`src/hdl/dot_pkg.sv`:
```
// Shared types, constants and helper functions of the odometry tracker.
package dot_pkg;

    localparam int COUNT_BITS    = 32;
    localparam int POS_FRAC_BITS = 16;
    localparam int CORDIC_STEPS  = 20;

    localparam int DLT_W   = 33;
    localparam int NUM_W   = DLT_W - 1 + 24;
    localparam int ANG_W   = 36;
    localparam int RED_W   = 38;
    localparam int XY_W    = 34;
    localparam int MUL_A_W = 34;
    localparam int MUL_B_W = 32;
    localparam int PROD_W  = MUL_A_W + MUL_B_W;
    localparam int SUM_W   = PROD_W + 1;
    localparam int POS_W   = 48;
    localparam int HEAD_W  = 32;
    localparam int RND_SH  = 29 - POS_FRAC_BITS;
    localparam int ROT_N   = (CORDIC_STEPS < 28) ? CORDIC_STEPS : 28;

    localparam logic [RED_W-1:0] ANG_TWO_PI = RED_W'(64'd6746518852);
    localparam logic signed [ANG_W-1:0] ANG_PI      = ANG_W'(64'sd3373259426);
    localparam logic signed [ANG_W-1:0] ANG_HALF_PI = ANG_W'(64'sd1686629713);
    localparam logic signed [XY_W-1:0]  CORDIC_INV_GAIN = XY_W'(64'sd652032874);

    localparam logic signed [63:0] CNT_HI = (64'sd1 <<< (COUNT_BITS - 1)) - 64'sd1;
    localparam logic signed [63:0] CNT_LO = -CNT_HI - 64'sd1;

    localparam int ENC_LEFT   = 0;
    localparam int ENC_RIGHT  = 1;
    localparam int ENC_STRAFE = 2;

    localparam logic [1:0] REG_TRACK_WIDTH = 2'd0;
    localparam logic [1:0] REG_ENC_ENABLE  = 2'd1;

    typedef struct packed {
        logic signed [DLT_W-1:0] dl;
        logic signed [DLT_W-1:0] dr;
        logic signed [DLT_W-1:0] ds;
        logic signed [DLT_W-1:0] diff;
    } t_tick;

    typedef enum logic [3:0] {
        ST_IDLE, ST_DIV, ST_HEAD, ST_MID, ST_RED, ST_FOLD,
        ST_ROT, ST_CS, ST_MUL, ST_RND, ST_OUT
    } t_back_state;

    function automatic logic signed [DLT_W-1:0] sat_count(input logic signed [DLT_W-1:0] v);
        logic signed [63:0] w;
        w = 64'(v);
        if (w > CNT_HI) return DLT_W'(CNT_HI);
        else if (w < CNT_LO) return DLT_W'(CNT_LO);
        else return v;
    endfunction

    function automatic logic signed [ANG_W-1:0] atan_q30(input logic [4:0] i);
        logic signed [ANG_W-1:0] r;
        unique case (i)
            5'd0:  r = ANG_W'(843314857);
            5'd1:  r = ANG_W'(497837830);
            5'd2:  r = ANG_W'(263043837);
            5'd3:  r = ANG_W'(133525159);
            5'd4:  r = ANG_W'(67021688);
            5'd5:  r = ANG_W'(33543516);
            5'd6:  r = ANG_W'(16775852);
            5'd7:  r = ANG_W'(8388438);
            5'd8:  r = ANG_W'(4194283);
            5'd9:  r = ANG_W'(2097149);
            default: r = ANG_W'(64'sd1 <<< (30 - i));
        endcase
        return r;
    endfunction

endpackage

```
`src/hdl/dot_front.sv`:
```
// Front end: takes encoder words, forms saturated deltas and the wheel difference.
module dot_front (
    input  logic                 i_clk,
    input  logic                 i_rst_n,
    input  logic [2:0]           i_enc_en,
    input  logic                 i_valid,
    input  logic [95:0]          i_data,
    input  logic                 i_q_full,
    output logic                 o_ready,
    output logic                 o_push,
    output dot_pkg::t_tick       o_tick
);
    import dot_pkg::*;

    logic signed [31:0] r_last_l, r_last_r, r_last_s;
    logic signed [31:0] n_last_l, n_last_r, n_last_s;
    logic signed [31:0] v_l, v_r, v_s;

    assign v_l = i_data[31:0];
    assign v_r = i_data[63:32];
    assign v_s = i_data[95:64];

    assign o_ready = !i_q_full;
    assign o_push  = i_valid && !i_q_full;

    always_comb begin
        n_last_l = i_enc_en[ENC_LEFT]   ? v_l : r_last_l;
        n_last_r = i_enc_en[ENC_RIGHT]  ? v_r : r_last_r;
        n_last_s = i_enc_en[ENC_STRAFE] ? v_s : r_last_s;
        o_tick.dl = i_enc_en[ENC_LEFT]
                  ? sat_count(DLT_W'(v_l) - DLT_W'(r_last_l)) : '0;
        o_tick.dr = i_enc_en[ENC_RIGHT]
                  ? sat_count(DLT_W'(v_r) - DLT_W'(r_last_r)) : '0;
        o_tick.ds = i_enc_en[ENC_STRAFE]
                  ? sat_count(DLT_W'(v_s) - DLT_W'(r_last_s)) : '0;
        o_tick.diff = DLT_W'(n_last_r) - DLT_W'(n_last_l);
    end

    always_ff @(posedge i_clk) begin
        if (!i_rst_n) begin
            r_last_l <= '0;
            r_last_r <= '0;
            r_last_s <= '0;
        end else if (o_push) begin
            r_last_l <= n_last_l;
            r_last_r <= n_last_r;
            r_last_s <= n_last_s;
        end
    end
endmodule

```
`config.mk`:
```
export PLATFORM = sky130hd
export DESIGN_NAME = dot_front
export DESIGN_NICKNAME = d
export VERILOG_FILES = /design/src/hdl/dot_pkg.sv /design/src/hdl/dot_front.sv
export SDC_FILE = /design/constraint.sdc
export NUM_CORES = 1
export LEC_CHECK = 0
export ABC_AREA = 1
export BUFFER_PORTS_ARGS = -buffer_cell sky130_fd_sc_hd__buf_2
export CAP_MARGIN = 40
export CORE_MARGIN = 2
export CORE_UTILIZATION = 58
export DETAILED_ROUTE_END_ITERATION = 8
export GPL_TIMING_DRIVEN = 0
export PLACE_DENSITY = 0.93
export SLEW_MARGIN = 20
export SYNTH_ARGS = -nofsm -noshare
export SYNTH_HDL_FRONTEND = slang
export SYNTH_SLANG_ARGS = --single-unit
```
`constraint.sdc`:
```
create_clock -name i_clk -period 3.8 [get_ports i_clk]
set_input_delay 0 -clock i_clk [delete_from_list [all_inputs] [get_ports i_clk]]
set_output_delay 0 -clock i_clk [all_outputs]
set_load 0.01 [all_outputs]
```
==> impl_metrics.ini, run 1 <==
[sta]
finalSetupTns_ps = 0
finalSetupViolations = 0
worst_pin_slew_ps = 779
fmax_mhz = 289
drv_slew = 0
skew_ps = 0
rsz0062_at_grt = false
holdWs_ps = 15.5
fin_ws_ps = 345
fin_crit_ps = 3450
finalHoldViolCount = 0
max-slew-margin-rel_pct = 48.1
timing.final.crit_share_pct = 90.9

[clock_tree]
post-cts-setup-buffer-count = 0
cts.path.max_buffers = 2
clk_pin_slew_ps = 70
cts.sinks = 96
root_buffer = clkbuf_16
cts_buffers = 9
cts_tree = built
htree_levels = 3
clock_latency_ps = 360

[setup_path]
critPathCaptureType = output pin
reg2reg_slack_ps = 2250
cp-start-kind = input pin
critical_path_class = input pin to output pin
cp_cell_sequence = buf_2 -> inv_1 -> clkbuf_1 -> clkbuf_1 -> o21ai_0 -> ha_1 -> a21oi_1 -> o21ai_0 -> a21oi_1 -> inv_1 -> a21oi_1 -> o21ai_0 -> xor2_1 -> buf_2
crit_slowest_cell = clkbuf_1
reg2reg_to = r_last_l[0]
cp_num_cells = 14
cp_top_family = buffers and inverters
startpoint = i_enc_en[0]
worstPathArrival_ps = 3450
crit_end = o_tick[19]
r2r-start = r_last_l[0]
max_stage_delay_ps = 460
crit_buf_inv = 6
rr_worst_depth = 4
critPathMaxFanout = 10
cp.required_ps = 3800

[drt]
wl_per_cell_um = 14.8
vias = 16800
dr.max_layer_used = met4
drtAntennaViolNets = 0
dr_wl_met3_um = 3470
first_iter_violations = 1356
wl_met1_um = 18900
routed_wl_um = 45500
wl_met2_um = 21200
drc = 0
vias_per_cell = 5.44
firstDrtPassIters = 6

[pwr]
p_leak_nw = 8.87
p_per_area_nw_per_um2 = 333
ir_drop_mv = 0.230

[worst_hold_path]
hold_class = input pin to register

[grt]
track_usage_pct = 34.4
antenna_found_initial = 0
grt-ovfl-total = 0
grt_pass1_vias = 15300
grt_max_degree = 15
grt_pass1_wl_um = 72400

[die]
rows = 57
fp.dieH_um = 160
fp.coreArea_um2 = 24100
start_util_pct = 58.5
dieArea_um2 = 25600
fp.dieW_um = 160
io_pins = 237

[place]
place_inst = 3035
place_congestion = 0.982
hpwlAfterDp_um = 37900
post-place-ws_ps = 511
portBuffers = 235

[logic_synthesis]
synth_seq_cells = 96
syn_nets = 2711
ys_types = 39
ys_seq_area_share_pct = 13.6
yosys_warnings = 0
syn_area_per_cell_um2 = 5.70
syn_area_um2 = 14100
syn-instance-count = 2476

[cells_and_area]
area_growth_pct = 15.8
ff_latch_area_um2 = 1920
final_layout_size_suffix_gt1_share_pct = 15.9
layout.cells.non_filler = 3081
fin_nets = 2988
multi_input_area_um2 = 10200
antenna_cells = 0
fillers = 2311

[job]
drv_cap = 0

[status]
outcome = completed
==> cells in the final DEF, fill, tap and decap left out, types with 11 or more instances in the layout <==
| cell type | Yosys | routed |
|---|---|---|
| clkbuf_1 | 47 | 49 |
| dlygate4sd3_1 | 0 | 31 |
| o21ai_0 | 160 | 160 |
| xor2_1 | 62 | 62 |
| ha_1 | 128 | 128 |
| a31oi_1 | 11 | 11 |
| a21oi_1 | 182 | 182 |
| buf_2 | 3 | 238 |
| a211oi_1 | 31 | 31 |
| nor3_1 | 16 | 16 |
| nor2_1 | 209 | 209 |
| a21oi_2 | 101 | 101 |
| nand2_1 | 793 | 793 |
| dfxtp_1 | 96 | 96 |
| inv_2 | 18 | 18 |
| xnor2_1 | 12 | 12 |
| nand3_1 | 77 | 77 |
| o21bai_1 | 29 | 29 |
| nand2_2 | 37 | 37 |
| inv_1 | 397 | 397 |
==> what timing repair did <==
item	4_1_cts	5_1_grt
hold buffers	31	0
endpoints found under the hold margin	30	0
resized for setup	0	0
==> flip-flops by register name (all words and copies together) (netlist names) <==
signal and count:
r_last_l 32, r_last_r 32, r_last_s 32
==> power breakdown <==
group	switching [mW]	total, mW	internal (mW)
sequential	0.0245	1.09	1.07
clock	0.402	1.06	0.659
combinational	2.11	3.29	1.18
total	2.53	5.44	2.91
==> cell type report <==
cell class	count	area share, %
Buffer	70	2.28
Tap cell	324	2.48
Timing Repair Buffer	266	9.10
Inverter	416	9.56
Sequential cell	96	11.8
Clock buffer	12	1.51
Clock inverter	3	0.552
Multi-Input combinational cell	1894	62.7
==> cell usage after synthesis, drive strengths merged <==
master	n	area share, %
nor2	215	5.9
ha	128	11
a31oi	11	0.49
nand2	831	23
a211oi	31	1.7
a21o	8	0.43
o21bai	29	1.5
buf	23	1.4
or2	1	0.044
nor3	17	0.64
inv	415	11
xnor2	12	0.75
xor2	62	3.9
nand4	5	0.22
nand3	81	3.1
nand3b	6	0.32
fa	4	0.57
clkinv	1	0.027
o21a	1	0.053
dfxtp	96	14
a21oi	284	13
o21ai	162	5.7
clkbuf	47	1.3
a21boi	4	0.21
and3	2	0.089
==> kinds of logic after synthesis <==
| group | share of synthesized area [%] |
|---|---|
| compound gates | 23.0 |
| xor+xnor | 4.60 |
| fa+ha+maj | 11.9 |
| buf+inv | 13.7 |
| flops | 13.6 |
| simple gates | 33.2 |
==> worst min-delay path by stage <==
stage	startpoint	to	slack, ps	cells after the start
2_1_floorplan	i_q_full	o_ready	50	1
3_3_place_gp	i_q_full	o_ready	230	3
3_5_place_dp	i_q_full	o_ready	240	3
4_1_cts	i_data[75]	r_last_s[11]	1	3
5_1_grt	i_data[65]	r_last_s[1]	50	3
6_report	i_data[75]	r_last_s[11]	20	3
==> metrics by stage <==
| step | utilization [%] | total power, mW | cell area (um2) |
|---|---|---|---|
| finish | 67.7 | 5.44 | 16300 |
| global route | 67.7 | 5.82 | 16300 |
| CTS | 67.7 | 5.38 | 16300 |
| detailed placement | 65.1 | 4.30 | 15700 |
| global placement | 65.1 | 4.23 | 15700 |
| floorplan | - | 3.36 | 14100 |
==> layer usage <==
| layer | GRT usage, % | up-vias |
|---|---|---|
| li1 | - | 8387 |
| met5 | 0 | - |
| met1 | 42.5 | 7581 |
| met4 | 14.2 | 0 |
| met2 | 60.4 | 677 |
| met3 | 4.39 | 130 |
==> worst register-to-register path: stages, from the launching register on <==
cell and delay [ps]:
dfxtp_1 360, inv_1 110, o21ai_0 530, nor2_1 80, a211oi_1 340
No activity file was read; power rests on OpenSTA's default activity.
==> run 2: changes to the inputs <==
--- a/config.mk
+++ b/config.mk
@@ -13,6 +13,7 @@
 export DETAILED_ROUTE_END_ITERATION = 8
 export GPL_TIMING_DRIVEN = 0
 export PLACE_DENSITY = 0.93
+export REMOVE_ABC_BUFFERS = 1
 export SLEW_MARGIN = 20
 export SYNTH_ARGS = -nofsm -noshare
 export SYNTH_HDL_FRONTEND = slang
==> run 2 against run 1 <==
Against the previous run: the run now ends with DRC left; combinational power decreased by 3%; highest routed layer unchanged; clock power about the same; routed wire length decreased by 6.5%.
==> impl_metrics.ini, run 2 (synthesis results as in run 1) <==
[drt]
routed_wl_um = 42500
vias_per_cell = 5.47
firstDrtPassIters = 8
wl_per_cell_um = 14.1
vias = 16500
drc = 2
drtAntennaViolNets = 0
first_iter_violations = 1379

[cells_and_area]
area_growth_pct = 14.3
final_cell_mix = 791 x nand2_1, 394 x inv_1, 236 x buf_2
layout.cells.non_filler = 3023
fin_nets = 2928
layout_commonest_cell = nand2_1
top_regs = r_last_l x32, r_last_r x32, r_last_s x32
final_layout_size_suffix_gt1_share_pct = 15.9

[sta]
holdWs_ps = 71.2
worst_pin_slew_ps = 784
fin_ws_ps = 480
finalSetupViolations = 0
max-slew-margin-rel_pct = 47.7
fmax_mhz = 301
rsz0062_at_grt = false
finalHoldViolCount = 0
timing.final.crit_share_pct = 87.4
drv_slew = 0
fin_crit_ps = 3320
skew_ps = 0
finalSetupTns_ps = 0

[clock_tree]
cts_tree = built
clock_latency_ps = 350
cts.path.max_buffers = 2
root_buffer = clkbuf_16
clk_pin_slew_ps = 70
htree_levels = 3
cts.sinks = 96
cts_buffers = 9

[place]
portBuffers = 236
place_congestion = 0.987
place_inst = 2972
hpwlAfterDp_um = 34100
post-place-ws_ps = 702

[worst_hold_path]
min_to = r_last_r[0]
hp-start = i_data[32]
hold_class = input pin to register
hold_path_depth = 5

[setup_path]
crit_slowest_cell = fa_1
rr_worst_depth = 4
cp_cell_sequence = o21ai_0 -> inv_1 -> fa_1 -> o21ai_1 -> a21oi_1 -> o21ai_0 -> nand4_1 -> nand2_1 -> xor2_1 -> buf_2
cpMostUsedCell = o21ai_0
max_stage_delay_ps = 480
reg2reg_slack_ps = 2640
cp-start-kind = register
critPathCaptureType = output pin
worstPathArrival_ps = 3320
cp.required_ps = 3800
reg2reg_to = r_last_r[4]
crit_buf_inv = 2
r2r-start = r_last_r[4]
critical_path_class = register to output pin
cp_top_family = compound AO/OA/AOI/OAI gates
critPathMaxFanout = 4

[die]
fp.coreArea_um2 = 24100
start_util_pct = 58.5
fp.dieH_um = 160
dieArea_um2 = 25600
fp.dieW_um = 160
io_pins = 237
rows = 57

[grt]
antenna_found_initial = 0
track_usage_pct = 32.1
grt_pass1_vias = 15200
grt_pass1_wl_um = 69100
grt-ovfl-total = 0
grt_max_degree = 70

[job]
drv_cap = 0

[status]
outcome = finished with violations
violations = DRC

[pwr]
p_per_area_nw_per_um2 = 331
ir_drop_mv = 0.248
p_leak_nw = 8.78
run 2: cell count changes in the layout (fill, tap and decap cells not counted), moves of 2 or more:
| cell | previous run | this run |
|---|---|---|
| clkbuf_1 | 49 | 4 |
| buf_4 | 10 | 0 |
| buf_6 | 9 | 0 |
| buf_12 | 0 | 6 |
| inv_1 | 397 | 394 |
| buf_2 | 238 | 236 |
| dlygate4sd3_1 | 31 | 33 |
| inv_2 | 18 | 20 |
| nand2_1 | 793 | 791 |
| nand2_2 | 37 | 39 |
run 2: cell type report:
class | instances | area (um2)
diodes | 1 | 2.50
multi-input cells | 1894 | 10300
well taps | 324 | 405
inverters | 416 | 1570
clock inverters | 3 | 90.1
flip-flops and latches | 96 | 1920
repair buffers | 276 | 1650
fillers | 2227 | 7980
clock buffers | 13 | 240
run 2: report_power, final:
| part | switching, mW | internal (mW) |
|---|---|---|
| clock network | 0.407 | 0.646 |
| registers | 0.0236 | 1.07 |
| logic | 2.06 | 1.13 |
run 2: what timing repair did:
item                       in CTS  in global routing
hold endpoints to repair       32                  0
hold buffers                   33                  0
setup buffers                   0                  0
gates resized for setup         0                  0
setup endpoints to repair       0                  0
run 2: through the flow:
stage	power [mW]	utilization [%]	cell area, um2
after global routing	5.72	66.9	16100
final	5.33	66.9	16100
after global placement	4.10	63.5	15300
after CTS	5.28	66.8	16100
after floorplan	3.27	-	13700
after detailed placement	4.19	64.1	15400
run 2: tightest hold or removal path, delay by kind of cell:
family,cells,cell delay (ps)
AO/OA/AOI/OAI,2,180
buffers and inverters,2,150
AND/OR/NAND/NOR,1,50
run 2: worst max-delay path by stage:
stage | start | cells after the start | endpoint
finish | r_last_l[1] | 10 | o_tick[28]
global placement | i_q_full | 7 | r_last_s[31]
detailed placement | i_enc_en[0] | 13 | o_tick[30]
CTS | r_last_l[1] | 10 | o_tick[28]
floorplan | i_q_full | 6 | r_last_s[10]
global route | r_last_l[1] | 10 | o_tick[28]
run 2: metal layers:
layer / share of wire [%] / vias up / global-route usage [%]
li1: - / 8293 / -
met1: 42 / 7396 / 39.3
met2: 47 / 709 / 56.5
met3: 7.4 / 128 / 3.69
met4: 4.2 / 0 / 14.7
met5: 0 / - / 0
==> run 3: changes to the inputs <==
--- a/config.mk
+++ b/config.mk
@@ -12,7 +12,7 @@
 export CORE_UTILIZATION = 58
 export DETAILED_ROUTE_END_ITERATION = 8
 export GPL_TIMING_DRIVEN = 0
-export PLACE_DENSITY = 0.93
+export PLACE_DENSITY = 0.82
 export REMOVE_ABC_BUFFERS = 1
 export SLEW_MARGIN = 20
 export SYNTH_ARGS = -nofsm -noshare
==> run 3 against run 2 <==
Against the previous run: the run now ends clean; global-route usage is 0.85 points lower; design area decreased by 0.12%; worst hold slack lost 1.1 ps; count of clock-buffer cells in the layout fell by 4; die area unchanged; largest cell class unchanged.
==> impl_metrics.ini, run 3 (synthesis results as in run 1) <==
[status]
outcome = completed

[setup_path]
cp_top_family = simple AND/OR/NAND/NOR gates
critPathMaxFanout = 31
reg2reg_slack_ps = 2640
crit_slowest_cell = nand3_4
worstPathArrival_ps = 3290
critical_path_class = register to output pin
cp_cell_sequence = ha_1 -> fa_1 -> nand3b_1 -> nand2_1 -> nand2_1 -> nand2_2 -> nand2_2 -> nand2_2 -> nand2_2 -> nand2_2 -> nand2_1 -> nand2_2 -> nand3_4 -> a21oi_2 -> buf_2
crit_buf_inv = 1
critPathCaptureType = output pin
cpMostUsedCell = nand2_2
cp-start-kind = register
max_stage_delay_ps = 430
r2r-start = r_last_r[3]
reg2reg_to = r_last_r[3]
cp.required_ps = 3800
rr_worst_depth = 4

[clock_tree]
ctsHoldBuffers = 33
cts.path.max_buffers = 2
clk_pin_slew_ps = 70
cts_resized = 0
cts.sinks = 96
cts_buffers = 9
cts_tree = built
htree_levels = 3
clock_latency_ps = 360
post-cts-setup-buffer-count = 0
root_buffer = clkbuf_16

[drt]
vias = 16000
drc = 0
firstDrtPassIters = 5
first_iter_violations = 1053
vias_per_cell = 5.28
drtAntennaViolNets = 0
wl_per_cell_um = 13.7
routed_wl_um = 41400

[pwr]
p_leak_nw = 8.77
p_total_mw = 5.27
p_sw_mw = 2.49
p_sw_share_pct = 47.2
clock_power_share_pct = 19.6
ir_drop_mv = 0.212
p_seq_share_pct = 20.7
combPwrFrac_pct = 59.8
intPower_mw = 2.78
p_per_area_nw_per_um2 = 327

[die]
io_pins = 237
fp.coreArea_um2 = 24100
start_util_pct = 58.5
dieArea_um2 = 25600
rows = 57
fp.dieW_um = 160
fp.dieH_um = 160

[grt]
track_usage_pct = 31.3
grt_pass1_vias = 14300
grt-ovfl-total = 0
grt_max_degree = 70
grt_pass1_wl_um = 66500
antenna_found_initial = 1

[cells_and_area]
final_layout_size_suffix_gt1_share_pct = 16.1
area_growth_pct = 14.2
final_util_pct = 66.8
top_regs = r_last_l x32, r_last_r x32, r_last_s x32
fin_nets = 2927
multi_input_area_um2 = 10300
fillers = 2392
ff_latch_area_um2 = 1920
layout_commonest_cell = nand2_1
final_cell_mix = 791 x nand2_1, 393 x inv_1, 236 x buf_2

[sta]
max-slew-margin-rel_pct = 47.9
skew_ps = 0
drv_slew = 0
holdWs_ps = 70.1
fin_crit_ps = 3290
finalSetupViolations = 0
finalHoldViolCount = 0
worst_pin_slew_ps = 780
rsz0062_at_grt = false
timing.final.crit_share_pct = 86.6
fmax_mhz = 304

[worst_hold_path]
hold_path_depth = 3
hp-start = i_data[25]
hold_class = input pin to register
min_to = r_last_l[25]

[place]
place_congestion = 0.935
portBuffers = 236
hpwlAfterDp_um = 34200

[job]
drv_cap = 0
==> run 3: cell count changes in the layout (fill, tap and decap cells not counted) <==
cell,change
clkbuf_1,-4
inv_6,+3
clkinvlp_4,+2
buf_8,-1
bufinv_16,-1
inv_1,-1
inv_2,+1
==> run 3: area by class of cell <==
| type | count | area share [%] |
|---|---|---|
| multi-input cells | 1894 | 63.7 |
| flip-flops and latches | 96 | 11.9 |
| repair buffers | 275 | 10.1 |
| inverters | 416 | 9.72 |
| well taps | 324 | 2.52 |
| clock buffers | 9 | 1.40 |
| clock inverters | 7 | 0.629 |
| diodes | 1 | 0.0155 |
==> run 3: per-stage QoR <==
step	worst slack (ps)	instance area [um2]	setup TNS [ps]	std cells
4_1_cts	597	16100	0	3021
3_5_place_dp	745	15400	0	2972
5_1_grt	324	16100	0	3021
2_1_floorplan	-383	13700	-12180	2406
3_3_place_gp	-2210	15300	-111410	2966
6_report	509	16100	0	3022
==> run 3: worst max-delay path by stage <==
| stage | startpoint | endpoint | slack [ps] | depth (start not counted) |
|---|---|---|---|---|
| after CTS | r_last_s[0] | o_tick[55] | 600 | 15 |
| after global routing | i_data[64] | o_tick[41] | 320 | 18 |
| after detailed placement | i_enc_en[0] | o_tick[20] | 750 | 13 |
| after floorplan | i_q_full | r_last_s[10] | -380 | 6 |
| final | r_last_s[0] | o_tick[41] | 510 | 15 |
| after global placement | i_q_full | r_last_s[30] | -2210 | 7 |
==> run 3: worst register-to-register path, delay by kind of cell (launching register included) <==
kind,cells,cell delay (ps)
compound gates,2,640
buf+inv,1,60
flops,1,310
simple gates,1,80
==> run 3: metal layers <==
| metal | part of all wire, % | vias up | global-route usage, % |
|---|---|---|---|
| met5 | 0 | - | 0 |
| met4 | 3.6 | 0 | 11.5 |
| met3 | 6.1 | 92 | 3.95 |
| met2 | 47 | 535 | 56.1 |
| met1 | 43 | 7047 | 38.3 |
| li1 | - | 8288 | - |
==> run 3: power by group through the flow <==
stage	registers (mW)	clock network (mW)	logic, mW
after floorplan	1.11	0	2.17
after global placement	1.11	0	3.02
after detailed placement	1.11	0	3.07
after CTS	1.09	1.04	3.12
after global routing	1.10	1.09	3.49
final	1.09	1.03	3.15
