===== src/hdl/dot_pkg.sv =====
// Shared types, constants and helper functions of the odometry tracker.
package dot_pkg;

    localparam int COUNT_BITS    = 32;
    localparam int POS_FRAC_BITS = 16;
    localparam int CORDIC_STEPS  = 20;

    localparam int DLT_W   = 33;
    localparam int NUM_W   = DLT_W - 1 + 24;
    localparam int ANG_W   = 36;
    localparam int RED_W   = 38;
    localparam int XY_W    = 34;
    localparam int MUL_A_W = 34;
    localparam int MUL_B_W = 32;
    localparam int PROD_W  = MUL_A_W + MUL_B_W;
    localparam int SUM_W   = PROD_W + 1;
    localparam int POS_W   = 48;
    localparam int HEAD_W  = 32;
    localparam int RND_SH  = 29 - POS_FRAC_BITS;
    localparam int ROT_N   = (CORDIC_STEPS < 28) ? CORDIC_STEPS : 28;

    localparam logic [RED_W-1:0] ANG_TWO_PI = RED_W'(64'd6746518852);
    localparam logic signed [ANG_W-1:0] ANG_PI      = ANG_W'(64'sd3373259426);
    localparam logic signed [ANG_W-1:0] ANG_HALF_PI = ANG_W'(64'sd1686629713);
    localparam logic signed [XY_W-1:0]  CORDIC_INV_GAIN = XY_W'(64'sd652032874);

    localparam logic signed [63:0] CNT_HI = (64'sd1 <<< (COUNT_BITS - 1)) - 64'sd1;
    localparam logic signed [63:0] CNT_LO = -CNT_HI - 64'sd1;

    localparam int ENC_LEFT   = 0;
    localparam int ENC_RIGHT  = 1;
    localparam int ENC_STRAFE = 2;

    localparam logic [1:0] REG_TRACK_WIDTH = 2'd0;
    localparam logic [1:0] REG_ENC_ENABLE  = 2'd1;

    typedef struct packed {
        logic signed [DLT_W-1:0] dl;
        logic signed [DLT_W-1:0] dr;
        logic signed [DLT_W-1:0] ds;
        logic signed [DLT_W-1:0] diff;
    } t_tick;

    typedef enum logic [3:0] {
        ST_IDLE, ST_DIV, ST_HEAD, ST_MID, ST_RED, ST_FOLD,
        ST_ROT, ST_CS, ST_MUL, ST_RND, ST_OUT
    } t_back_state;

    function automatic logic signed [DLT_W-1:0] sat_count(input logic signed [DLT_W-1:0] v);
        logic signed [63:0] w;
        w = 64'(v);
        if (w > CNT_HI) return DLT_W'(CNT_HI);
        else if (w < CNT_LO) return DLT_W'(CNT_LO);
        else return v;
    endfunction

    function automatic logic signed [ANG_W-1:0] atan_q30(input logic [4:0] i);
        logic signed [ANG_W-1:0] r;
        unique case (i)
            5'd0:  r = ANG_W'(843314857);
            5'd1:  r = ANG_W'(497837830);
            5'd2:  r = ANG_W'(263043837);
            5'd3:  r = ANG_W'(133525159);
            5'd4:  r = ANG_W'(67021688);
            5'd5:  r = ANG_W'(33543516);
            5'd6:  r = ANG_W'(16775852);
            5'd7:  r = ANG_W'(8388438);
            5'd8:  r = ANG_W'(4194283);
            5'd9:  r = ANG_W'(2097149);
            default: r = ANG_W'(64'sd1 <<< (30 - i));
        endcase
        return r;
    endfunction

endpackage


===== src/hdl/dot_queue.sv =====
// Two-entry queue of tick deltas between front and back end.
module dot_queue (
    input  logic           i_clk,
    input  logic           i_rst_n,
    input  logic           i_push,
    input  dot_pkg::t_tick i_tick,
    input  logic           i_pop,
    output logic           o_full,
    output logic           o_empty,
    output dot_pkg::t_tick o_tick
);
    import dot_pkg::*;

    t_tick      r_mem [2];
    logic       r_wp, r_rp;
    logic [1:0] r_cnt;

    assign o_full  = (r_cnt == 2'd2);
    assign o_empty = (r_cnt == 2'd0);
    assign o_tick  = r_mem[r_rp];

    always_ff @(posedge i_clk) begin
        if (i_push) r_mem[r_wp] <= i_tick;
    end

    always_ff @(posedge i_clk) begin
        if (!i_rst_n) begin
            r_wp  <= 1'b0;
            r_rp  <= 1'b0;
            r_cnt <= '0;
        end else begin
            if (i_push) r_wp <= !r_wp;
            if (i_pop)  r_rp <= !r_rp;
            r_cnt <= r_cnt + 2'(i_push) - 2'(i_pop);
        end
    end
endmodule


===== config.mk =====
export PLATFORM = sky130hd
export DESIGN_NAME = dot_queue
export DESIGN_NICKNAME = d
export VERILOG_FILES = /design/src/hdl/dot_pkg.sv /design/src/hdl/dot_queue.sv
export SDC_FILE = /design/constraint.sdc
export NUM_CORES = 1
export LEC_CHECK = 0
export BUFFER_PORTS_ARGS = -buffer_cell sky130_fd_sc_hd__buf_2
export CAP_MARGIN = 40
export CORE_AREA = 2 2 150 152
export DETAILED_ROUTE_END_ITERATION = 7
export DIE_AREA = 0 0 152 154
export PLACE_DENSITY_LB_ADDON = 0.05
export SYNTH_ARGS = -nofsm -noshare
export SYNTH_HDL_FRONTEND = slang
export SYNTH_SLANG_ARGS = --single-unit

===== constraint.sdc =====
create_clock -name i_clk -period 6.8 [get_ports i_clk]
set_input_delay 0.34 -clock i_clk [delete_from_list [all_inputs] [get_ports i_clk]]
set_output_delay 0.34 -clock i_clk [all_outputs]
set_load 0.005 [all_outputs]

==> results of run 1 <==
==> per-stage QoR <==
| stage | hold WS [ns] | setup WS, ns | utilization (%) |
|---|---|---|---|
| final | 0.0299 | 3.84 | 64.3 |
| after global routing | 0.00687 | 3.68 | 64.3 |
| after CTS | 0.000694 | 3.76 | 64.3 |
| after detailed placement | 0.531 | 4.32 | 54.3 |
| after global placement | 0.529 | 4.27 | 53.9 |
| after floorplan | 0.439 | 0.0184 | - |
==> placed cells by master, fill, tap and decap left out, types with 4 or more instances in the layout <==
cell type	count
clkinv_1	10
bufinv_16	4
mux2_2	52
clkinv_2	5
dfxtp_1	4
buf_2	269
edfxtp_1	264
dlygate4sd3_1	130
buf_4	5
clkbuf_16	27
mux2_4	80
==> worst max-delay path, cell delays in order, from the launching register on <==
cell and delay [ns]:
dfxtp_4 0.72, buf_4 0.73, mux2_2 0.42, buf_2 0.14
==> registers in the layout, indices dropped and copies added (netlist names), named ones only <==
register and flops:
r_wp 1, r_mem 264, r_cnt 2, r_rp 1
==> where the power goes <==
group	total (mW)	switching, mW	leakage, nW	internal, mW
clock network	1.45	0.573	0.433	0.874
logic	0.436	0.177	2.53	0.259
registers	1.95	0.0310	2.52	1.92
total	3.83	0.781	5.48	3.05
==> worst paths after layout <==
kind	depth (start not counted)	endpoint	from	slack [ns]
hold / removal	1	r_mem[0][59]$_DFFE_PP_	i_tick[59]	0.03
setup / recovery	3	o_tick[48]	register	3.84
hold reg to reg	2	register	r_rp$_SDFFE_PN0P_	0.57
setup reg to reg	4	r_mem[1][37]$_DFFE_PP_	r_wp$_SDFFE_PN0P_	4.76
==> cell type report <==
cell class | instances | area [um^2]
multi-input cells | 146 | 1910
flip-flops and latches | 269 | 8030
clock buffers | 30 | 687
repair buffers | 407 | 2770
fillers | 1582 | 7740
well taps | 280 | 350
inverters | 2 | 7.51
clock inverters | 20 | 191
==> logic make-up after synthesis <==
| family | after synthesis | share of synthesized area [%] |
|---|---|---|
| adders and majority gates | 2 | 0.248 |
| and+or+nand+nor | 9 | 0.534 |
| DFF | 269 | 79.6 |
| muxes | 132 | 17.7 |
| buffers and inverters | 17 | 1.48 |
| AOI/OAI and AO/OA | 1 | 0.0745 |
| xor gates and xnor gates | 2 | 0.310 |
==> per-layer routing <==
metal | up-vias | GRT usage, % | share of wire (%)
li1 | 2568 | - | -
met1 | 2631 | 20.4 | 40
met5 | - | 0 | 0
met4 | 0 | 4.85 | 1.6
met2 | 193 | 28.8 | 51
met3 | 20 | 4.74 | 7.5
==> key figures, run 1 <==
Status
  – Status: completed

Floorplan
  – Die W: ~150 um
  – Die height: around 150 um
  – Core region area: 21700 um^2
  – I/O pin total: 270
  – Die area: between 20000 and 25000 um^2
  – Site row count: 54
  – Initial Utilization: 46.5%

Timing
  – Max Clock Freq: approximately 340 MHz
  – Tmin final: ~3.0 ns
  – Setup TNS Final: 0 ns
  – Unrepaired setup endpoints after global routing: false
  – Clock Skews: about 0.01 ns
  – Rel. slew slack: between 40 and 50%
  – Worst slew pin tran: between 0.8 and 0.9 ns
  – Final hold vios: 0
  – Max Slew Vio Count: 0
  – # setup viols final: 0
  – Period utilization: between 40% and 50%

GRT
  – Pin count of the biggest net entering global routing: 64
  – Gr usage total: ~17%
  – Total gr overflow: 0
  – Vias in the first global route: around 5800
  – Antenna violations before repair: 0
  – First-pass GRT wire length: between 30000 and 40000 um

Worst setup path
  – Worst Path Required: roughly 6.5 ns
  – WP data arrival: between 2 and 3 ns
  – Critical path type: register to output pin
  – Worst Setup Start Kind: register
  – Worst setup EP type: output pin
  – Crit-path max FO: 54

Clock network
  – CTS Root Cell: clkbuf_16
  – CTS Buffer Depth: 3
  – Worst-path clk slew: roughly 0.060 ns
  – CTS H-tree lvls: 1
  – Setup repair bufs after CTS: 0
  – CTS buffer count: 27
  – CTS tree: yes
  – Clock network latency to the later pin of the worst-skew pair: approximately 0.52 ns
  – Clock sinks: 269
  – Post-cts sizing count: 0
  – # hold bufs at CTS: 130

Placed design
  – Routability cong.: just over 0.7
  – Inst Count DP: between 900 and 1000
  – Post-DP Area: between 10000 and 15000 um^2
  – PortBufs: 269
  – HPWL after DPL: between 10000 and 15000 um

Finish
  – Fin nets: between 900 and 1000
  – Share of cells above drive strength 1: 51.4%
  – Final Instance Area: 13900 um^2
  – Final Non-Filler Cells: between 1000 and 1500
  – Antenna fix cells: 0
  – Area delta synth->final: 38.4%

Synth
  – Post-synth EDFFs: roughly 260
  – Sequential share of the synthesized area: 79.6%
  – Main synth FF type: edfxtp_1
  – Mapped Nets: between 500 and 600
  – Netlist cell types: 15
  – Cell taking the most area after synthesis: edfxtp_1
  – Yosys reg bits: 269
  – Mapped cell area: slightly above 10000 um^2
  – Top cells by count, synth: edfxtp_1 (264), mux2_4 (80), mux2_2 (52)
  – Synth top area share: 78.6%
  – YS warnings: 0
  – Most common cell in the netlist: edfxtp_1
  – Synth area leaders: edfxtp_1 (79%), mux2_4 (12%), mux2_2 (5.8%)
  – Async set-or-reset flop fraction in the synthesized netlist: 0%
  – Avg Inst Size Synth: 23.3 um^2
  – Cells after synthesis: between 400 and 500

Routing
  – Wirelength per Cell: approximately 17 um
  – Via count: 5412
  – Drt pass-1 iters: 4
  – # DRC: 0
  – Initial DRC count: 252
  – DR vias/cell: around 4.7
  – Final Routed Wirelength: between 15000 and 20000 um
  – Antenna Nets Post-Route: 0

Power
  – Leakage power: ~5.5 nW
  – Overall power: about 3.8 mW
  – Power per standard cell area: between 200 and 300 nW/um^2
  – Worst VDD drop: roughly 0.00025 V

Job
  – Total of max-cap violations: 0

Hold path
  – Worst hold path type: input port to register
No activity file was read; power rests on OpenSTA's default activity.
==> run 2, diff against run 1 <==
==> constraint.sdc (replaced) <==
create_clock -name i_clk -period 2.4 [get_ports i_clk]
set_input_delay 0.12 -clock i_clk [delete_from_list [all_inputs] [get_ports i_clk]]
set_output_delay 0.12 -clock i_clk [all_outputs]
set_load 0.005 [all_outputs]
==> key figures, run 2 (synthesized netlist as in run 1, its figures left out) <==
Status
  – Status: completed (unchanged)

Placed design
  – HPWL after DPL: 12400 um (was 12600 um)
  – PortBufs: 269 (unchanged)
  – Inst Count DP: 973 (was 974)
  – Routability cong.: 0.729 (was 0.721)

Timing
  – Worst slew pin tran: 0.690 ns (was 0.860 ns)
  – Unrepaired setup endpoints after global routing: false (unchanged)
  – Final hold vios: 0 (unchanged)
  – Period utilization: 84.0%
  – Max Clock Freq: 496 MHz
  – Setup TNS Final: 0 ns (unchanged)
  – Tmin final: between 2 and 2.5 ns
  – Clock Skews: 0.0192 ns (was 0.0101 ns)
  – Max Slew Vio Count: 0 (unchanged)
  – Rel. slew slack: 54.0% (was 42.6%)
  – # setup viols final: 0 (unchanged)

Floorplan
  – Die area: 23400 um^2 (unchanged)
  – Die height: 154 um (unchanged)
  – Core region area: 21700 um^2 (unchanged)
  – Initial Utilization: 46.5% (unchanged)
  – Site row count: 54 (unchanged)
  – I/O pin total: 270 (unchanged)
  – Die W: 152 um (unchanged)

Clock network
  – Worst-path clk slew: 0.06 ns (about the same)
  – CTS Root Cell: clkbuf_16 (unchanged)
  – CTS tree: yes (unchanged)
  – # hold bufs at CTS: 136 (was 130)
  – CTS Buffer Depth: 3 (unchanged)
  – CTS buffer count: 28 (was 27)
  – Clock sinks: 269 (unchanged)
  – Setup repair bufs after CTS: 0 (unchanged)
  – Clock network latency to the later pin of the worst-skew pair: 0.53 ns (was 0.52 ns)
  – Post-cts sizing count: 0 (unchanged)
  – CTS H-tree lvls: 1 (unchanged)

Worst setup path
  – Critical path type: register to output pin (unchanged)
  – R2R Path End: r_wp$_SDFFE_PN0P_ (was r_mem[1][37]$_DFFE_PP_)
  – Worst reg2reg setup slack: 0.75 ns (was 4.76 ns)
  – Worst Path Required: 2.28 ns (was 6.46 ns)
  – WP data arrival: 1.89 ns (was 2.62 ns)
  – CP top delay family: buffers and inverters (unchanged)
  – Worst setup EP type: output pin (unchanged)
  – Largest stage delay, worst path: 0.43 ns (was 0.73 ns)
  – Buf+Inv Stages, Crit Path: 2 (unchanged)
  – RR Startpoint: r_wp$_SDFFE_PN0P_ (unchanged)
  – Crit-path slowest cell: buf_12 (was buf_4)
  – Crit-path max FO: 70 (was 54)
  – CP cell instances: buf_12, mux2_2, buf_2 (was buf_4, mux2_2, buf_2)
  – Reg2Reg Depth: 4 (unchanged)
  – Worst Setup Start Kind: register (unchanged)

Routing
  – Via count: 5474 (was 5412)
  – Initial DRC count: 195 (was 252)
  – DR vias/cell: 4.72 (was 4.69)
  – Antenna Nets Post-Route: 0 (unchanged)
  – Final Routed Wirelength: 19700 um (was 20000 um)
  – Drt pass-1 iters: 4 (unchanged)
  – Wirelength per Cell: 17.0 um (was 17.3 um)
  – # DRC: 0 (unchanged)

Hold path
  – HP Start: i_tick[22] (was i_tick[59])
  – WHS Path Cells: 2 (was 1)
  – Worst hold path type: input port to register (unchanged)
  – Hold path endpoint: r_mem[0][22]$_DFFE_PP_ (was r_mem[0][59]$_DFFE_PP_)

Power
  – Combinational cell fraction of total power: 11.8% (was 11.4%)
  – Power Internal: 8.58 mW (was 3.05 mW)
  – Net Sw Power: 2.22 mW (was 0.781 mW)
  – Worst VDD drop: 0.000588 V (was 0.000248 V)
  – Sw frac: 20.6% (was 20.4%)
  – Seq pwr share: 50.9% (about the same)
  – Power per standard cell area: 771 nW/um^2 (was 275 nW/um^2)
  – Leakage power: 5.50 nW (was 5.48 nW)
  – Overall power: 10.8 mW (was 3.83 mW)
  – Power share of the clock group: 37.3% (was 37.8%)

Finish
  – Antenna fix cells: 0 (unchanged)
  – Fill count: 1552 (was 1582)
  – Area of the multi-input gates: 1910 um^2 (unchanged)
  – Register area: 8030 um^2 (about the same)
  – Max reg flops: 264 (unchanged)
  – Final Non-Filler Cells: 1160 (was 1154)
  – Largest Register: r_mem (unchanged)
  – Area delta synth->final: 39.0% (was 38.4%)
  – Fin nets: 997 (was 991)
  – Post-layout util: 64.6% (was 64.3%)
  – Commonest cells after routing, fill and taps aside: buf_2 (269), edfxtp_1 (264), dlygate4sd3_1 (136) (was buf_2 (269), edfxtp_1 (264), dlygate4sd3_1 (130))
  – Share of cells above drive strength 1: 51.1% (was 51.4%)
  – Most common cell after layout, fill and taps aside: buf_2 (unchanged)
  – Largest regs: r_mem: 264 flops, r_cnt: 2 flops (unchanged)

GRT
  – Vias in the first global route: 5847 (was 5771)
  – Pin count of the biggest net entering global routing: 83 (was 64)
  – Total gr overflow: 0 (unchanged)
  – First-pass GRT wire length: 30200 um (was 30800 um)
  – Gr usage total: 16.2% (was 16.6%)
  – Antenna violations before repair: 0 (unchanged)

Job
  – Total of max-cap violations: 0 (unchanged)
## run 2: changes by cell type in the layout (fill, tap and decap cells not counted), sizes merged
cell,delta
buf,-1
inv,-1
clkinvlp,+1
dlygate4sd3,+6
bufinv,-2
clkbuf,+3
## run 2: metrics by stage
stage | instance area [um^2] | setup WS, ns | hold slack (ns)
3_3_place_gp | 11800 | 0.889 | 0.308
3_5_place_dp | 11800 | 0.870 | 0.311
6_report | 14000 | 0.385 | 0.312
4_1_cts | 14000 | 0.350 | 0.286
2_1_floorplan | 10100 | -0.306 | 0.219
5_1_grt | 14000 | 0.319 | 0.305
## run 2: area by class of cell
class                      instances  share of cell area, %
clock inverter                    18                  0.964
timing repair buffer             412                   20.2
clock buffer                      33                   5.28
inverter                           2                 0.0536
tap                              280                   2.50
multi-input combinational        146                   13.7
sequential                       269                   57.3
## run 2: power groups by stage
stage	Combinational (mW)	Clock [mW]	Sequential, mW
after floorplan	0.635	0	5.59
after global placement	1.09	0	5.58
after detailed placement	1.11	0	5.60
after CTS	1.29	4.16	5.50
after global routing	1.37	4.35	5.52
final	1.27	4.03	5.50
## run 2: metal layers
layer	up-vias	wire [um]	global-route usage [%]
li1	2578	-	-
met2	198	9960	28.5
met5	-	0	0
met4	0	494	5.21
met3	37	1260	3.83
met1	2661	7990	19.8
## run 2: how the worst max path moves through the flow
stage / slack [ns] / cells after the start / end
after floorplan: -0.31 / 1 / r_mem[0][0]$_DFFE_PP_
after global placement: 0.89 / 2 / r_mem[1][80]$_DFFE_PP_
after detailed placement: 0.87 / 2 / r_mem[1][74]$_DFFE_PP_
after CTS: 0.35 / 3 / o_tick[20]
after global routing: 0.32 / 3 / o_tick[19]
final: 0.39 / 3 / o_tick[20]
==> run 3, diff against run 2 <==
==> constraint.sdc (replaced) <==
create_clock -name i_clk -period 1.7 [get_ports i_clk]
set_input_delay 0.085 -clock i_clk [delete_from_list [all_inputs] [get_ports i_clk]]
set_output_delay 0.085 -clock i_clk [all_outputs]
set_load 0.005 [all_outputs]
==> key figures, run 3 (synthesized netlist as in run 1, its figures left out) <==
Status
  – Status: finished with violations (was completed)
  – Failing checks: setup timing

Floorplan
  – Initial Utilization: 46.5% (unchanged)
  – Core region area: 21700 um^2 (unchanged)
  – Die area: 23400 um^2 (unchanged)
  – Site row count: 54 (unchanged)
  – Die height: 154 um (unchanged)
  – I/O pin total: 270 (unchanged)
  – Die W: 152 um (unchanged)

Power
  – Combinational cell fraction of total power: 14.8% (was 11.8%)
  – Overall power: 15.5 mW (was 10.8 mW)
  – Leakage power: 5.83 nW (was 5.50 nW)
  – Seq pwr share: 50.1% (was 50.9%)
  – Worst VDD drop: 0.000841 V (was 0.000588 V)
  – Sw frac: 20.6% (about the same)
  – Net Sw Power: 3.19 mW (was 2.22 mW)
  – Power Internal: 12.3 mW (was 8.58 mW)
  – Power share of the clock group: 35.1% (was 37.3%)
  – Power per standard cell area: 1040 nW/um^2 (was 771 nW/um^2)

Routing
  – # DRC: 0 (unchanged)
  – Final Routed Wirelength: 21100 um (was 19700 um)
  – Via count: 5576 (was 5474)
  – DR vias/cell: 4.75 (was 4.72)
  – Drt pass-1 iters: 4 (unchanged)
  – Antenna Nets Post-Route: 0 (unchanged)
  – Initial DRC count: 242 (was 195)
  – Wirelength per Cell: 18.0 um (was 17.0 um)

Placed design
  – Place WS: 0.286 ns (was 0.870 ns)
  – Inst Count DP: 978 (was 973)
  – Routability cong.: 0.741 (was 0.729)
  – Post-DP Area: 11900 um^2 (was 11800 um^2)
  – PortBufs: 269 (unchanged)
  – HPWL after DPL: 12600 um (was 12400 um)

Timing
  – Max Slew Vio Count: 0 (unchanged)
  – Setup TNS Final: -7.56 ns (was 0 ns)
  – Clock Skews: 0.00625 ns (was 0.0192 ns)
  – Period utilization: 106%
  – Max Clock Freq: roughly 560 MHz
  – Unrepaired setup endpoints after global routing: true (was false)
  – Tmin final: 1.80 ns
  – Rel. slew slack: 65.5% (was 54.0%)
  – Worst slew pin tran: 0.517 ns (was 0.690 ns)
  – # setup viols final: 132 (was 0)
  – Worst setup margin: -0.101 ns (was 0.385 ns)
  – Hold slack: 0.294 ns (was 0.312 ns)
  – Final hold vios: 0 (unchanged)

Clock network
  – CTS buffer count: 27 (was 28)
  – Worst-path clk slew: 0.06 ns (about the same)
  – CTS tree: yes (unchanged)
  – Clock network latency to the later pin of the worst-skew pair: 0.51 ns (was 0.53 ns)
  – CTS Root Cell: clkbuf_16 (unchanged)
  – CTS H-tree lvls: 1 (unchanged)
  – Clock sinks: 269 (unchanged)
  – CTS Buffer Depth: 3 (unchanged)

GRT
  – Pin count of the biggest net entering global routing: 86 (was 83)
  – First-pass GRT wire length: 30800 um (was 30200 um)
  – Total gr overflow: 0 (unchanged)
  – Antenna violations before repair: 1 (was 0)
  – Gr usage total: 16.5% (was 16.2%)
  – Vias in the first global route: 5965 (was 5847)

Worst setup path
  – CP cell instances: buf_12, buf_16, mux2_4, buf_6 (was buf_12, mux2_2, buf_2)
  – Critical path type: register to output pin (unchanged)
  – Crit-path slowest cell: dfxtp_4 (was buf_12)
  – Worst Setup Start Kind: register (unchanged)
  – Crit-path max FO: 9 (was 70)
  – Worst setup EP type: output pin (unchanged)
  – Worst Path Required: 1.62 ns (was 2.28 ns)
  – Largest stage delay, worst path: 0.42 ns (was 0.43 ns)
  – WP data arrival: 1.72 ns (was 1.89 ns)

Finish
  – Max reg flops: 264 (unchanged)
  – Largest Register: r_mem (unchanged)
  – Final Instance Area: 14900 um^2 (was 14000 um^2)
  – Share of cells above drive strength 1: 51.5% (was 51.1%)
  – Commonest cells after routing, fill and taps aside: edfxtp_1 (264), buf_2 (184), dlygate4sd3_1 (136) (was buf_2 (269), edfxtp_1 (264), dlygate4sd3_1 (136))
  – Largest regs: r_mem: 264 flops, r_cnt: 2 flops (unchanged)
  – Most common cell after layout, fill and taps aside: edfxtp_1 (was buf_2)
  – Post-layout util: 68.5% (was 64.6%)
  – Area delta synth->final: 47.5% (was 39.0%)
  – Antenna fix cells: 0 (unchanged)
  – Final Non-Filler Cells: 1174 (was 1160)
  – Fin nets: 1012 (was 997)

Hold path
  – Worst hold path type: input port to register (unchanged)

Job
  – Total of max-cap violations: 0 (unchanged)
[run 3: worst max-delay path: cells and delay by family (launching register included)]
family	cells	cell delay, ns
flops	1	0.42
mux	1	0.32
buf+inv	3	0.45
[run 3: worst paths after layout]
check             slack (ns)                endpoint  cells after the start           startpoint
setup / recovery       -0.10              o_tick[74]                      4             register
setup reg to reg        0.30     r_cnt[1]$_SDFF_PN0_                      6  r_cnt[0]$_SDFF_PN0_
hold reg to reg         0.60       r_rp$_SDFFE_PN0P_                      2    r_rp$_SDFFE_PN0P_
hold / removal          0.29  r_mem[1][36]$_DFFE_PP_                      2           i_tick[36]
[run 3: routing by layer]
layer	track usage (%)	vias to the layer above	routed length, um
met5	0	-	13
met4	5.16	2	399
met3	5.02	34	1550
met2	28.3	203	10700
met1	20.1	2734	8430
li1	-	2603	-
[run 3: final cells by class]
cell class	instances	area, um^2
clock buffers	35	706
clock inverters	14	109
fillers	1408	6820
inverters	2	7.51
multi-input cells	146	1940
flip-flops and latches	269	8030
well taps	280	350
repair buffers	428	3720
[run 3: power by group through the flow]
stage / Combinational (mW) / Clock (mW) / Sequential (mW)
2_1_floorplan: 0.896 / 0 / 7.89
3_3_place_gp: 1.57 / 0 / 7.88
3_5_place_dp: 1.60 / 0 / 7.90
4_1_cts: 1.99 / 5.59 / 7.76
5_1_grt: 2.44 / 5.86 / 7.79
6_report: 2.29 / 5.43 / 7.76
[run 3: timing repair]
action	in CTS	in global routing
hold buffers	136	0
endpoints found under the hold margin	269	0
gates resized for setup	33	67
setup buffers	1	1
setup endpoints to repair	132	132
pin swaps	0	0
gates cloned	1	8
